`src/design/rc4_pkg.sv`:
```
// ----------------------------------------------------------------------------
// rc4_pkg
// Shared widths, constants and controller/datapath command and status types.
// ----------------------------------------------------------------------------
package rc4_pkg;

  localparam int unsigned ByteW       = 8;
  localparam int unsigned IdxW        = 8;
  localparam int unsigned PermDepth   = 256;
  localparam int unsigned CountW      = 9;
  localparam int unsigned KeyMaxBytes = 256;

  localparam logic CmdKey  = 1'b0;
  localparam logic CmdData = 1'b1;

  typedef logic [ByteW-1:0] byte_t;
  typedef logic [IdxW-1:0]  idx_t;

  typedef struct packed {
    logic key_wr;
    logic sched_start;
    logic init_step;
    logic ks_read;
    logic ks_mix;
    logic ks_write_n;
    logic ks_write_j;
    logic sched_done;
    logic gen_start;
    logic gen_read_j;
    logic gen_write_i;
    logic gen_write_j;
    logic pass_start;
    logic out_load_now;
    logic out_load_held;
  } rc4_cmd_t;

  typedef struct packed {
    logic keyed;
    logic step_last;
    logic out_free;
  } rc4_status_t;

endpackage

```
`src/design/rc4_ctrl.sv`:
```
// ----------------------------------------------------------------------------
// rc4_ctrl
// Sequencer for key loading, key schedule, keystream steps and result hand-off.
// ----------------------------------------------------------------------------
module rc4_ctrl (
  input  logic                 clk_i,
  input  logic                 rst_ni,
  input  logic                 in_valid_i,
  input  logic                 in_cmd_i,
  input  logic                 in_key_last_i,
  output logic                 in_ready_o,
  input  rc4_pkg::rc4_status_t status_i,
  output rc4_pkg::rc4_cmd_t    cmd_o
);

  typedef enum logic [9:0] {
    S_IDLE = 10'b0000000001,
    S_INIT = 10'b0000000010,
    S_KRD  = 10'b0000000100,
    S_KJ   = 10'b0000001000,
    S_KWN  = 10'b0000010000,
    S_KWJ  = 10'b0000100000,
    S_GJ   = 10'b0001000000,
    S_GR   = 10'b0010000000,
    S_GW   = 10'b0100000000,
    S_DONE = 10'b1000000000
  } state_e;

  state_e state_q, state_d;

  always_comb begin
    state_d    = state_q;
    cmd_o      = '0;
    in_ready_o = 1'b0;
    unique case (state_q)
      S_IDLE: begin
        in_ready_o = 1'b1;
        if (in_valid_i) begin
          if (in_cmd_i == rc4_pkg::CmdKey) begin
            cmd_o.key_wr = 1'b1;
            if (in_key_last_i) begin
              cmd_o.sched_start = 1'b1;
              state_d           = S_INIT;
            end
          end else if (status_i.keyed) begin
            cmd_o.gen_start = 1'b1;
            state_d         = S_GJ;
          end else begin
            cmd_o.pass_start = 1'b1;
            if (status_i.out_free) begin
              cmd_o.out_load_now = 1'b1;
            end else begin
              state_d = S_DONE;
            end
          end
        end
      end
      S_INIT: begin
        cmd_o.init_step = 1'b1;
        if (status_i.step_last) begin
          state_d = S_KRD;
        end
      end
      S_KRD: begin
        cmd_o.ks_read = 1'b1;
        state_d       = S_KJ;
      end
      S_KJ: begin
        cmd_o.ks_mix = 1'b1;
        state_d      = S_KWN;
      end
      S_KWN: begin
        cmd_o.ks_write_n = 1'b1;
        state_d          = S_KWJ;
      end
      S_KWJ: begin
        cmd_o.ks_write_j = 1'b1;
        if (status_i.step_last) begin
          cmd_o.sched_done = 1'b1;
          state_d          = S_IDLE;
        end else begin
          state_d = S_KRD;
        end
      end
      S_GJ: begin
        cmd_o.gen_read_j = 1'b1;
        state_d          = S_GR;
      end
      S_GR: begin
        cmd_o.gen_write_i = 1'b1;
        state_d           = S_GW;
      end
      S_GW: begin
        cmd_o.gen_write_j = 1'b1;
        if (status_i.out_free) begin
          cmd_o.out_load_now = 1'b1;
          state_d            = S_IDLE;
        end else begin
          state_d = S_DONE;
        end
      end
      S_DONE: begin
        if (status_i.out_free) begin
          cmd_o.out_load_held = 1'b1;
          state_d             = S_IDLE;
        end
      end
      default: begin
        state_d = S_IDLE;
      end
    endcase
  end

  always_ff @(posedge clk_i or negedge rst_ni) begin
    if (!rst_ni) begin
      state_q <= S_IDLE;
    end else begin
      state_q <= state_d;
    end
  end

endmodule

```
`config.mk`:
```
export PLATFORM = sky130hd
export DESIGN_NAME = rc4_ctrl
export DESIGN_NICKNAME = d
export VERILOG_FILES = /design/src/design/rc4_pkg.sv /design/src/design/rc4_ctrl.sv
export SDC_FILE = /design/constraint.sdc
export NUM_CORES = 1
export LEC_CHECK = 0
export BUFFER_PORTS_ARGS = -buffer_cell sky130_fd_sc_hd__buf_2
export CAP_MARGIN = 25
export CORE_MARGIN = 4
export CORE_UTILIZATION = 44
export CTS_CLUSTER_SIZE = 12
export DETAILED_ROUTE_END_ITERATION = 6
export PLACE_DENSITY = 0.73
export SLEW_MARGIN = 30
export SYNTH_ARGS = -nofsm -noshare
export SYNTH_HDL_FRONTEND = slang
export SYNTH_SLANG_ARGS = --single-unit
export TNS_END_PERCENT = 5
```
`constraint.sdc`:
```
create_clock -name clk_i -period 1.95 [get_ports clk_i]
set_input_delay 0.0975 -clock clk_i [delete_from_list [all_inputs] [get_ports clk_i]]
set_output_delay 0.0975 -clock clk_i [all_outputs]
set_load 0.1 [all_outputs]
```
==> impl_metrics.py, run 1 <==
metrics = {
    "yosys": {
        "async_flop_share_pct": 100,
        "synth_ff_type": "dfrtp_1",
        "syn_avg_cell_area_um2": 8.40,
        "netlist_area_um2": 764,
        "ys_types": 38,
        "synth_nets": 99,
        "netlist_instances": 91,
        "ys_seq_elements": 10,
        "yosysWarningCount": 0,
        "synth-seq-area-share_pct": 32.9,
        "synth-edff-count": 0,
    },
    "clock_network": {
        "cts_inserted_buffers": 3,
        "cts_max_level": 1,
        "cts_buffer_depth": 2,
        "clockRootBuffer": "clkbuf_4",
        "cts.sinks": 10,
    },
    "floorplanning": {
        "num_io_pins": 24,
        "initial_core_util_pct": 48.5,
        "rows": 14,
        "die_x_um": 49.7,
        "die_h_um": 49.7,
    },
    "outcome": {
        "error": "[ERROR DPL-0033] detailed placement checks failed during check placement.",
        "status": "did not finish",
        "stop_stage": "5_1_grt",
    },
    "place": {
        "place.gp.congestion": 0.928,
        "portBuffers": 23,
        "place_inst": 139,
        "dp_hpwl_um": 2140,
    },
    "global_route": {
        "grt_max_degree": 11,
        "antenna_found_initial": 0,
    },
    "timing": {
        "worstEndpointGrtRepair": "cmd_o[1]",
        "worst-ep-kind": "top-level output",
    },
}
-- kinds of logic after synthesis --
kind of cell              after synthesis  share of synthesized area (%)
xor gates and xnor gates                3                           3.44
and+or+nand+nor                        55                           44.4
buffers and inverters                  11                           6.55
DFF                                    10                           32.9
AOI/OAI and AO/OA                      12                           12.8
-- metrics by stage --
| stage | util, % | instance area [um2] | hold WS, ps | setup slack (ps) |
|---|---|---|---|---|
| 2_1_floorplan | - | 941 | -198 | -474 |
| 3_3_place_gp | 88.7 | 1400 | -36.6 | 105 |
| 3_5_place_dp | 88.7 | 1400 | -31.8 | 80.1 |
| 4_1_cts | 94.6 | 1490 | 138 | -188 |
-- what timing repair did --
action | 4_1_cts
hold buffers | 1
setup endpoints to repair | 12
setup buffers | 2
resized for setup | 6
hold endpoints to repair | 10
pin swaps | 5
-- cells in the mapped netlist, types with 2 or more instances --
cell	instances	share of area, %
clkbuf_1	6	2.9
nand2_1	5	2.5
nor3_1	5	3.3
nor4_1	10	8.2
o21ai_0	2	1.3
inv_1	3	1.5
nor3b_1	2	2.0
nor4b_1	7	8.0
dfrtp_1	9	29
nand3_1	2	1.3
nand2b_1	3	2.5
or3_1	2	1.6
nor2_1	9	4.4
xnor2_1	2	2.3
==> run 2: changes to the inputs <==
Settings changed: CORE_AREA from default to 4 4 65 67, CORE_MARGIN 4 to default, CORE_UTILIZATION 44 to default, CTS_CLUSTER_SIZE 12 to default, DIE_AREA from default to 0 0 69 71, PLACE_DENSITY 0.73 to default, PLACE_DENSITY_LB_ADDON from default to 0.15.
Clock period 1.95 ns to 2.5 ns, I/O delays scaled along.
==> impl_metrics.py, run 2 <==
metrics = {
    "yosys": {
        "syn_avg_cell_area_um2": 8.40,
        "synth_most_common_cell": "nor4_1",
        "synth_top_cells_by_area": "dfrtp_1 29%, nor4_1 8.2%, nor4b_1 8.0%",
        "yosysWarningCount": 0,
        "ys_types": 38,
        "synth_top_cell_by_area": "dfrtp_1",
        "yosys-top-cells-count": "10 x nor4_1, 9 x dfrtp_1, 9 x nor2_1",
        "synth-edff-count": 0,
        "netlist_area_um2": 764,
        "synth-seq-area-share_pct": 32.9,
        "async_flop_share_pct": 100,
        "ys_seq_elements": 10,
        "netlist_instances": 91,
        "synth_ff_type": "dfrtp_1",
        "synth_nets": 99,
        "synth_top_area_share_pct": 29.5,
    },
    "cells_and_area": {
        "final_core_util_pct": 32.1,
        "fin_cells": 161,
        "largest-register": "state_q",
        "antenna_cells": 0,
        "layout_common_cells": "15 x buf_2, 8 x dfrtp_1, 7 x buf_12",
        "reg_top3": "state_q x10",
        "largest_register_ffs": 10,
        "final_area_um2": 1170,
        "area_growth_pct": 52.5,
        "drive_gt1_share_pct": 44.2,
        "final_common_cell": "buf_2",
        "nets": 122,
    },
    "flow_run": {
        "drv_cap": 0,
    },
    "routing": {
        "via_per_inst": 4.78,
        "wl_um": 2200,
        "drt_iter0_markers": 28,
        "vias": 770,
        "wire_per_inst_um": 13.7,
        "drc": 0,
        "antenna_left": 0,
        "drt_pre_antenna_iters": 4,
    },
    "critical_path": {
        "setup.worst_path.class": "flop to output pin",
        "path_cells": "or4_4 -> or3_4 -> nor2_2 -> o21a_2 -> buf_12",
        "cp-start-kind": "flop",
        "crit_required_ps": 2380,
        "cp_max_fo": 11,
        "max_stage_delay_ps": 600,
        "arrival_ps": 2290,
        "crit_slowest_cell": "or4_4",
        "endpoint_kind": "output pin",
    },
    "floorplanning": {
        "num_io_pins": 24,
        "design.die.area_um2": 4900,
        "rows": 22,
        "initial_core_util_pct": 21.0,
        "die_x_um": 69,
        "fp.coreArea_um2": 3630,
        "die_h_um": 71,
    },
    "clock_network": {
        "clockRootBuffer": "clkbuf_8",
        "cts_buffer_depth": 2,
        "cts_inserted_buffers": 3,
        "clk_transition_reported_paths_ps": 50,
        "clock_latency_ps": 240,
        "cts_tree": "done",
        "cts.sinks": 10,
        "cts_max_level": 1,
    },
    "place": {
        "place.gp.congestion": 0.745,
        "dp_hpwl_um": 1770,
        "portBuffers": 23,
        "post-place-ws_ps": 301,
        "placed_area_um2": 1100,
        "place_inst": 156,
    },
    "timing": {
        "hold_viol_final": 0,
        "rsz0062_at_grt": "false",
        "min_period_ps": 2420,
        "skew_ps": 3.19,
        "tightest_slew_ps": 490,
        "maxSlewViolCount": 0,
        "fmax_mhz": 414,
        "timing.final.ws_setup_ps": 83.9,
        "fin_crit_sh_pct": 96.6,
        "slew_headroom_pct": 67.6,
        "setup_viol": 0,
    },
    "power": {
        "p_int_uw": 491,
        "p_comb_share_pct": 58.7,
        "clkPwrFrac_pct": 17.1,
        "power_frac_seq_pct": 24.2,
        "p_per_area_nw_per_um2": 860,
        "power.leakage_nw": 0.481,
        "p_sw_uw": 512,
        "total_power_mw": 1.00,
        "ir_drop_mv": 0.610,
        "p_sw_share_pct": 51.1,
    },
    "global_route": {
        "antenna_found_initial": 0,
        "grt_overflow": 0,
        "grt_usage_pct": 9.14,
        "first_global_vias": 765,
        "grt_max_degree": 12,
        "grt_pass1_wl_um": 3660,
    },
    "outcome": {
        "status": "finished, final reports clean",
    },
    "hold_path": {
        "hp-class": "input port to flop",
    },
}
-- run 2: cell counts after synthesis --
No cell type changed its count.
-- run 2: routing by layer --
metal	part of all wire (%)	routed length [um]	vias to the layer above	GRT usage, %
met2	46	1010	28	14.2
li1	-	-	390	-
met5	0	0	-	0
met1	46	1020	347	11.8
met4	2.8	61	0	5.86
met3	5.1	113	5	1.28
-- run 2: path summary, 6_finish.rpt --
check	from	endpoint	slack, ps	depth (start not counted)
min in group asynchronous	rst_ni	state_q[4]$_DFFE_PN0P_	290	2
max in group asynchronous	rst_ni	state_q[0]$_DFFE_PN1P_	1950	2
worst min register to register	state_q[1]$_DFFE_PN0P_	state_q[3]$_DFFE_PN0P_	600	1
worst max-delay path	state_q[1]$_DFFE_PN0P_	cmd_o[1]	80	5
worst min-delay path	status_i[2]	state_q[6]$_DFFE_PN0P_	180	3
worst max register to register	state_q[1]$_DFFE_PN0P_	state_q[9]$_DFFE_PN0P_	460	4
-- run 2: repair_timing --
action	4_1_cts	5_1_grt
setup endpoints to repair	0	4
gates resized for setup	0	4
endpoints found under the hold margin	10	0
hold buffers	1	0
buffers inserted	0	0
-- run 2: cells by family (layout without fill, tap and decap cells) --
group	Yosys count	count (layout)	share of synthesized area, %
AND/OR/NAND/NOR	55	55	44.4
AO/OA/AOI/OAI	12	12	12.8
buffers and inverters	11	33	6.55
flip-flops	10	10	32.9
XOR/XNOR	3	3	3.44
-- run 2: power by group through the flow --
| stage | combinational (mW) | sequential [mW] | clock [mW] |
|---|---|---|---|
| after floorplan | 0.487 | 0.203 | 0 |
| after global placement | 0.591 | 0.240 | 0 |
| after detailed placement | 0.587 | 0.242 | 0 |
| after CTS | 0.591 | 0.239 | 0.178 |
| after global routing | 0.631 | 0.248 | 0.184 |
| final | 0.589 | 0.242 | 0.172 |
-- run 2: layout make-up --
cell class	count	area [um2]
clock buffer	4	45.0
fill	407	2470
inverter	3	11.3
multi-input combinational	70	549
sequential	10	253
tap	48	60.1
timing repair buffer	26	248
-- run 2: critical path: cells and delay by family (launching register included) --
family	cells	cell delay (ps)
buf+inv	1	170
simple gates	3	1220
compound gates	1	190
flops	1	470
-- run 2: stage by stage --
stage                     hold slack, ps  setup TNS [ps]
after floorplan                     -171           -5630
after detailed placement            1.76               0
final                                176               0
after global placement              11.0               0
after global routing                 177               0
after CTS                            158               0
(Power assumes the default switching activity.)
==> run 3: changes to the inputs <==
Settings changed: PLACE_DENSITY from default to 0.42, PLACE_DENSITY_LB_ADDON 0.15 to default.
==> impl_metrics.py, run 3 (synthesis results as in run 2) <==
metrics = {
    "outcome": {
        "status": "finished, final reports clean",
    },
    "power": {
        "total_power_mw": 1.01,
        "power.leakage_nw": 0.482,
        "p_per_area_nw_per_um2": 867,
        "ir_drop_mv": 0.328,
    },
    "cells_and_area": {
        "largest_register_ffs": 10,
        "final_common_cell": "buf_2",
        "fill_cells": 389,
        "area_growth_pct": 52.9,
        "multiInputGateArea_um2": 554,
        "regArea_um2": 253,
        "nets": 122,
        "largest-register": "state_q",
        "final_area_um2": 1170,
        "layout_common_cells": "16 x buf_2, 8 x dfrtp_1, 7 x buf_12",
        "drive_gt1_share_pct": 44.2,
        "antenna_cells": 0,
        "reg_top3": "state_q x10",
    },
    "routing": {
        "drt_iter0_markers": 16,
        "vias": 823,
        "wl_um": 2200,
        "via_per_inst": 5.11,
        "wire_per_inst_um": 13.7,
        "drc": 0,
        "drt_pre_antenna_iters": 4,
        "antenna_left": 0,
    },
    "hold_path": {
        "hp-class": "input port to flop",
    },
    "critical_path": {
        "endpoint_kind": "output pin",
        "crit_required_ps": 2380,
        "cp_max_fo": 11,
        "regToRegSetupSlack_ps": 460,
        "cp-start-kind": "flop",
        "arrival_ps": 2250,
        "setup.worst_path.class": "flop to output pin",
    },
    "global_route": {
        "grt_max_degree": 12,
        "grt_pass1_wl_um": 3650,
        "grt_overflow": 0,
        "first_global_vias": 763,
        "grt_usage_pct": 9.25,
        "antenna_found_initial": 0,
    },
    "timing": {
        "setup_viol": 0,
        "fin_crit_sh_pct": 95.1,
        "tightest_slew_ps": 488,
        "skew_ps": 2.17,
        "maxSlewViolCount": 0,
        "min_period_ps": 2380,
        "rsz0062_at_grt": "false",
        "fmax_mhz": 421,
        "hold_viol_final": 0,
        "slew_headroom_pct": 67.7,
    },
    "floorplanning": {
        "num_io_pins": 24,
        "die_h_um": 71,
        "rows": 22,
        "initial_core_util_pct": 21.0,
        "design.die.area_um2": 4900,
        "fp.coreArea_um2": 3630,
        "die_x_um": 69,
    },
    "place": {
        "placed_area_um2": 1100,
        "portBuffers": 23,
        "dp_hpwl_um": 1710,
        "place.gp.congestion": 0.777,
    },
    "flow_run": {
        "drv_cap": 0,
    },
    "clock_network": {
        "cts_tree": "done",
        "clk_transition_reported_paths_ps": 50,
        "cts_inserted_buffers": 3,
        "cts_max_level": 1,
        "clockRootBuffer": "clkbuf_8",
        "clock_latency_ps": 230,
        "cts_buffer_depth": 2,
        "cts_setup_buffers": 0,
        "cts.sinks": 10,
    },
}
[run 3: worst paths after layout]
| kind | startpoint | to | depth (start not counted) |
|---|---|---|---|
| setup / recovery | state_q[1]$_DFFE_PN0P_ | cmd_o[1] | 5 |
| hold / removal | status_i[2] | state_q[6]$_DFFE_PN0P_ | 3 |
| setup reg to reg | state_q[1]$_DFFE_PN0P_ | state_q[9]$_DFFE_PN0P_ | 4 |
| hold reg to reg | state_q[1]$_DFFE_PN0P_ | state_q[3]$_DFFE_PN0P_ | 1 |
| max in group asynchronous | rst_ni | state_q[0]$_DFFE_PN1P_ | 2 |
| min in group asynchronous | rst_ni | state_q[4]$_DFFE_PN0P_ | 2 |
[run 3: metal layers]
| layer | up-vias | share of wire (%) | GRT usage [%] |
|---|---|---|---|
| met5 | - | 0 | 0 |
| met3 | 5 | 6.7 | 2.70 |
| li1 | 391 | - | - |
| met2 | 25 | 46 | 14.5 |
| met1 | 402 | 44 | 11.3 |
| met4 | 0 | 2.3 | 5.21 |
[run 3: cell type report]
| type | count | share of cell area, % |
|---|---|---|
| Timing Repair Buffer | 26 | 21.0 |
| Tap cell | 48 | 5.14 |
| Clock buffer | 4 | 3.85 |
| Multi-Input combinational cell | 70 | 47.4 |
| Inverter | 3 | 0.964 |
| Sequential cell | 10 | 21.6 |
[run 3: stage by stage]
stage / setup WS (ps) / setup TNS (ps) / hold slack [ps] / std cells / utilization [%]
2_1_floorplan: -600 / -5630 / -171 / 91 / -
3_3_place_gp: 306 / 0 / 9.98 / 156 / 30.2
3_5_place_dp: 290 / 0 / 1.39 / 156 / 30.2
4_1_cts: 26.5 / 0 / 164 / 161 / 31.7
5_1_grt: 44.7 / 0 / 188 / 161 / 32.2
6_report: 123 / 0 / 163 / 161 / 32.2
[run 3: worst max-delay path: stages (launching register included)]
cell and delay (ps):
dfrtp_2 480, or4_4 590, or3_4 440, nor2_4 160, o21a_2 170, buf_12 170
[run 3: power breakdown]
group	total, mW	switching [mW]	internal, mW
Clock	0.173	0.0619	0.112
Combinational	0.597	0.408	0.189
Sequential	0.242	0.0526	0.190
Total	1.01	0.522	0.491
[run 3: timing repair]
| item | CTS | global route |
|---|---|---|
| endpoints found under the setup margin | 0 | 6 |
| endpoints found under the hold margin | 10 | 0 |
| hold buffers | 1 | 0 |
| resized for setup | 0 | 4 |
==> run 4: changes to the inputs <==
Settings changed: CTS_BUF_LIST from default to sky130_fd_sc_hd__clkbuf_4.
==> impl_metrics.py, run 4 (synthesis results as in run 2) <==
metrics = {
    "outcome": {
        "status": "finished, final reports clean",
    },
    "place": {
        "portBuffers": 23,
        "post-place-ws_ps": 290,
        "place.gp.congestion": 0.777,
        "dp_hpwl_um": 1710,
    },
    "hold_path": {
        "hp-start": "status_i[2]",
        "hp-class": "input port to flop",
    },
    "power": {
        "power.leakage_nw": 0.479,
        "p_int_uw": 450,
        "p_per_area_nw_per_um2": 836,
        "ir_drop_mv": 0.328,
        "power_frac_seq_pct": 25.2,
        "p_sw_uw": 514,
        "p_comb_share_pct": 61.6,
        "p_sw_share_pct": 53.3,
        "clkPwrFrac_pct": 13.3,
        "total_power_uw": 965,
    },
    "cells_and_area": {
        "largest-register": "state_q",
        "final_core_util_pct": 31.7,
        "reg_top3": "state_q x10",
        "antenna_cells": 0,
        "largest_register_ffs": 10,
        "area_growth_pct": 50.9,
        "nets": 122,
        "final_common_cell": "buf_2",
        "layout_common_cells": "16 x buf_2, 8 x dfrtp_1, 7 x buf_12",
        "drive_gt1_share_pct": 45.1,
    },
    "clock_network": {
        "cts_tree": "done",
        "cts_inserted_buffers": 3,
        "clockRootBuffer": "clkbuf_4",
        "clk_transition_reported_paths_ps": 70,
        "cts_max_level": 1,
        "cts.sinks": 10,
        "clock_latency_ps": 260,
        "cts_buffer_depth": 2,
        "cts_setup_buffers": 0,
    },
    "critical_path": {
        "crit_required_ps": 2380,
        "crit_buf_inv": 1,
        "reg2reg_from": "state_q[1]$_DFFE_PN0P_",
        "max_stage_delay_ps": 590,
        "setup.worst_path.start": "state_q[1]$_DFFE_PN0P_",
        "crit_slowest_cell": "or4_4",
        "cp_max_fo": 11,
        "path_cells": "or4_4 -> or3_4 -> nor2_4 -> o21a_2 -> buf_12",
        "arrival_ps": 2240,
        "cp-start-kind": "flop",
        "setup.worst_path.class": "flop to output pin",
        "endpoint_kind": "output pin",
        "critical_path.top_delay_family": "simple AND/OR/NAND/NOR gates",
    },
    "timing": {
        "slew_headroom_pct": 67.7,
        "rsz0062_at_grt": "false",
        "min_period_ps": 2370,
        "fin_crit_sh_pct": 94.8,
        "maxSlewViolCount": 0,
        "fmax_mhz": 422,
        "timing.final.ws_setup_ps": 131,
        "setup_viol": 0,
        "hold_slack_ps": 130,
        "tns_ps": 0,
        "skew_ps": 2.37,
        "hold_viol_final": 0,
        "tightest_slew_ps": 488,
    },
    "global_route": {
        "grt_busiest_layer": "met2",
        "grt_overflow": 0,
        "grt_max_degree": 12,
        "grt_usage_pct": 9.16,
        "met3_usage_pct": 2.70,
        "grt_pass1_wl_um": 3650,
        "met2_usage_pct": 14.4,
        "grt_use_met1_pct": 11.4,
        "antenna_found_initial": 0,
        "first_global_vias": 762,
    },
    "routing": {
        "wl_um": 2190,
        "wire_per_inst_um": 13.6,
        "drc": 0,
        "vias": 807,
        "drt_iter0_markers": 15,
        "drt_pre_antenna_iters": 4,
        "via_per_inst": 5.01,
        "antenna_left": 0,
    },
    "floorplanning": {
        "design.die.area_um2": 4900,
        "die_h_um": 71,
        "fp.coreArea_um2": 3630,
        "num_io_pins": 24,
        "rows": 22,
        "initial_core_util_pct": 21.0,
        "die_x_um": 69,
    },
    "flow_run": {
        "drv_cap": 0,
    },
}
-- run 4: cell count changes in the layout (fill, tap and decap cells not counted) --
| cell | before | now |
|---|---|---|
| clkbuf_4 | 0 | 4 |
| clkbuf_8 | 3 | 0 |
| clkbuf_1 | 1 | 0 |
-- run 4: final cells by class --
class / instances / area, um2
flip-flops and latches: 10 / 253
clock buffers: 4 / 30.0
inverters: 3 / 11.3
fillers: 395 / 2480
repair buffers: 26 / 245
multi-input cells: 70 / 554
well taps: 48 / 60.1
-- run 4: final timing paths --
path / endpoint / slack, ps / cells past startpoint
worst min-delay path: state_q[6]$_DFFE_PN0P_ / 130 / 3
worst max register to register: state_q[9]$_DFFE_PN0P_ / 500 / 4
min in group asynchronous: state_q[4]$_DFFE_PN0P_ / 260 / 2
worst max-delay path: cmd_o[1] / 130 / 5
worst min register to register: state_q[3]$_DFFE_PN0P_ / 600 / 1
max in group asynchronous: state_q[0]$_DFFE_PN1P_ / 1990 / 2
-- run 4: per-layer routing --
metal | share of wire (%) | vias to the layer above
li1 | - | 389
met1 | 46 | 390
met2 | 46 | 22
met3 | 5.9 | 6
met4 | 2.0 | 0
met5 | 0 | -
-- run 4: tightest hold or removal path: cells and delay by family --
family	cells	cell delay, ps
buffers and inverters	1	100
and+or+nand+nor	2	130
-- run 4: power by group through the flow --
stage	logic, mW	clock network [mW]	registers (mW)
2_1_floorplan	0.487	0	0.203
3_3_place_gp	0.590	0	0.239
3_5_place_dp	0.587	0	0.241
4_1_cts	0.590	0.133	0.239
5_1_grt	0.633	0.147	0.248
6_report	0.594	0.128	0.243
-- run 4: metrics by stage --
step | instances | instance area (um2)
after floorplan | 91 | 840
after global placement | 156 | 1100
after detailed placement | 156 | 1100
after CTS | 161 | 1140
after global routing | 161 | 1150
final | 161 | 1150
-- run 4: repair_timing --
item                                    CTS  global route
pin swaps                                 0             1
hold buffers                              1             0
hold endpoints to repair                 10             0
endpoints found under the setup margin    1             6
resized for setup                         1             3
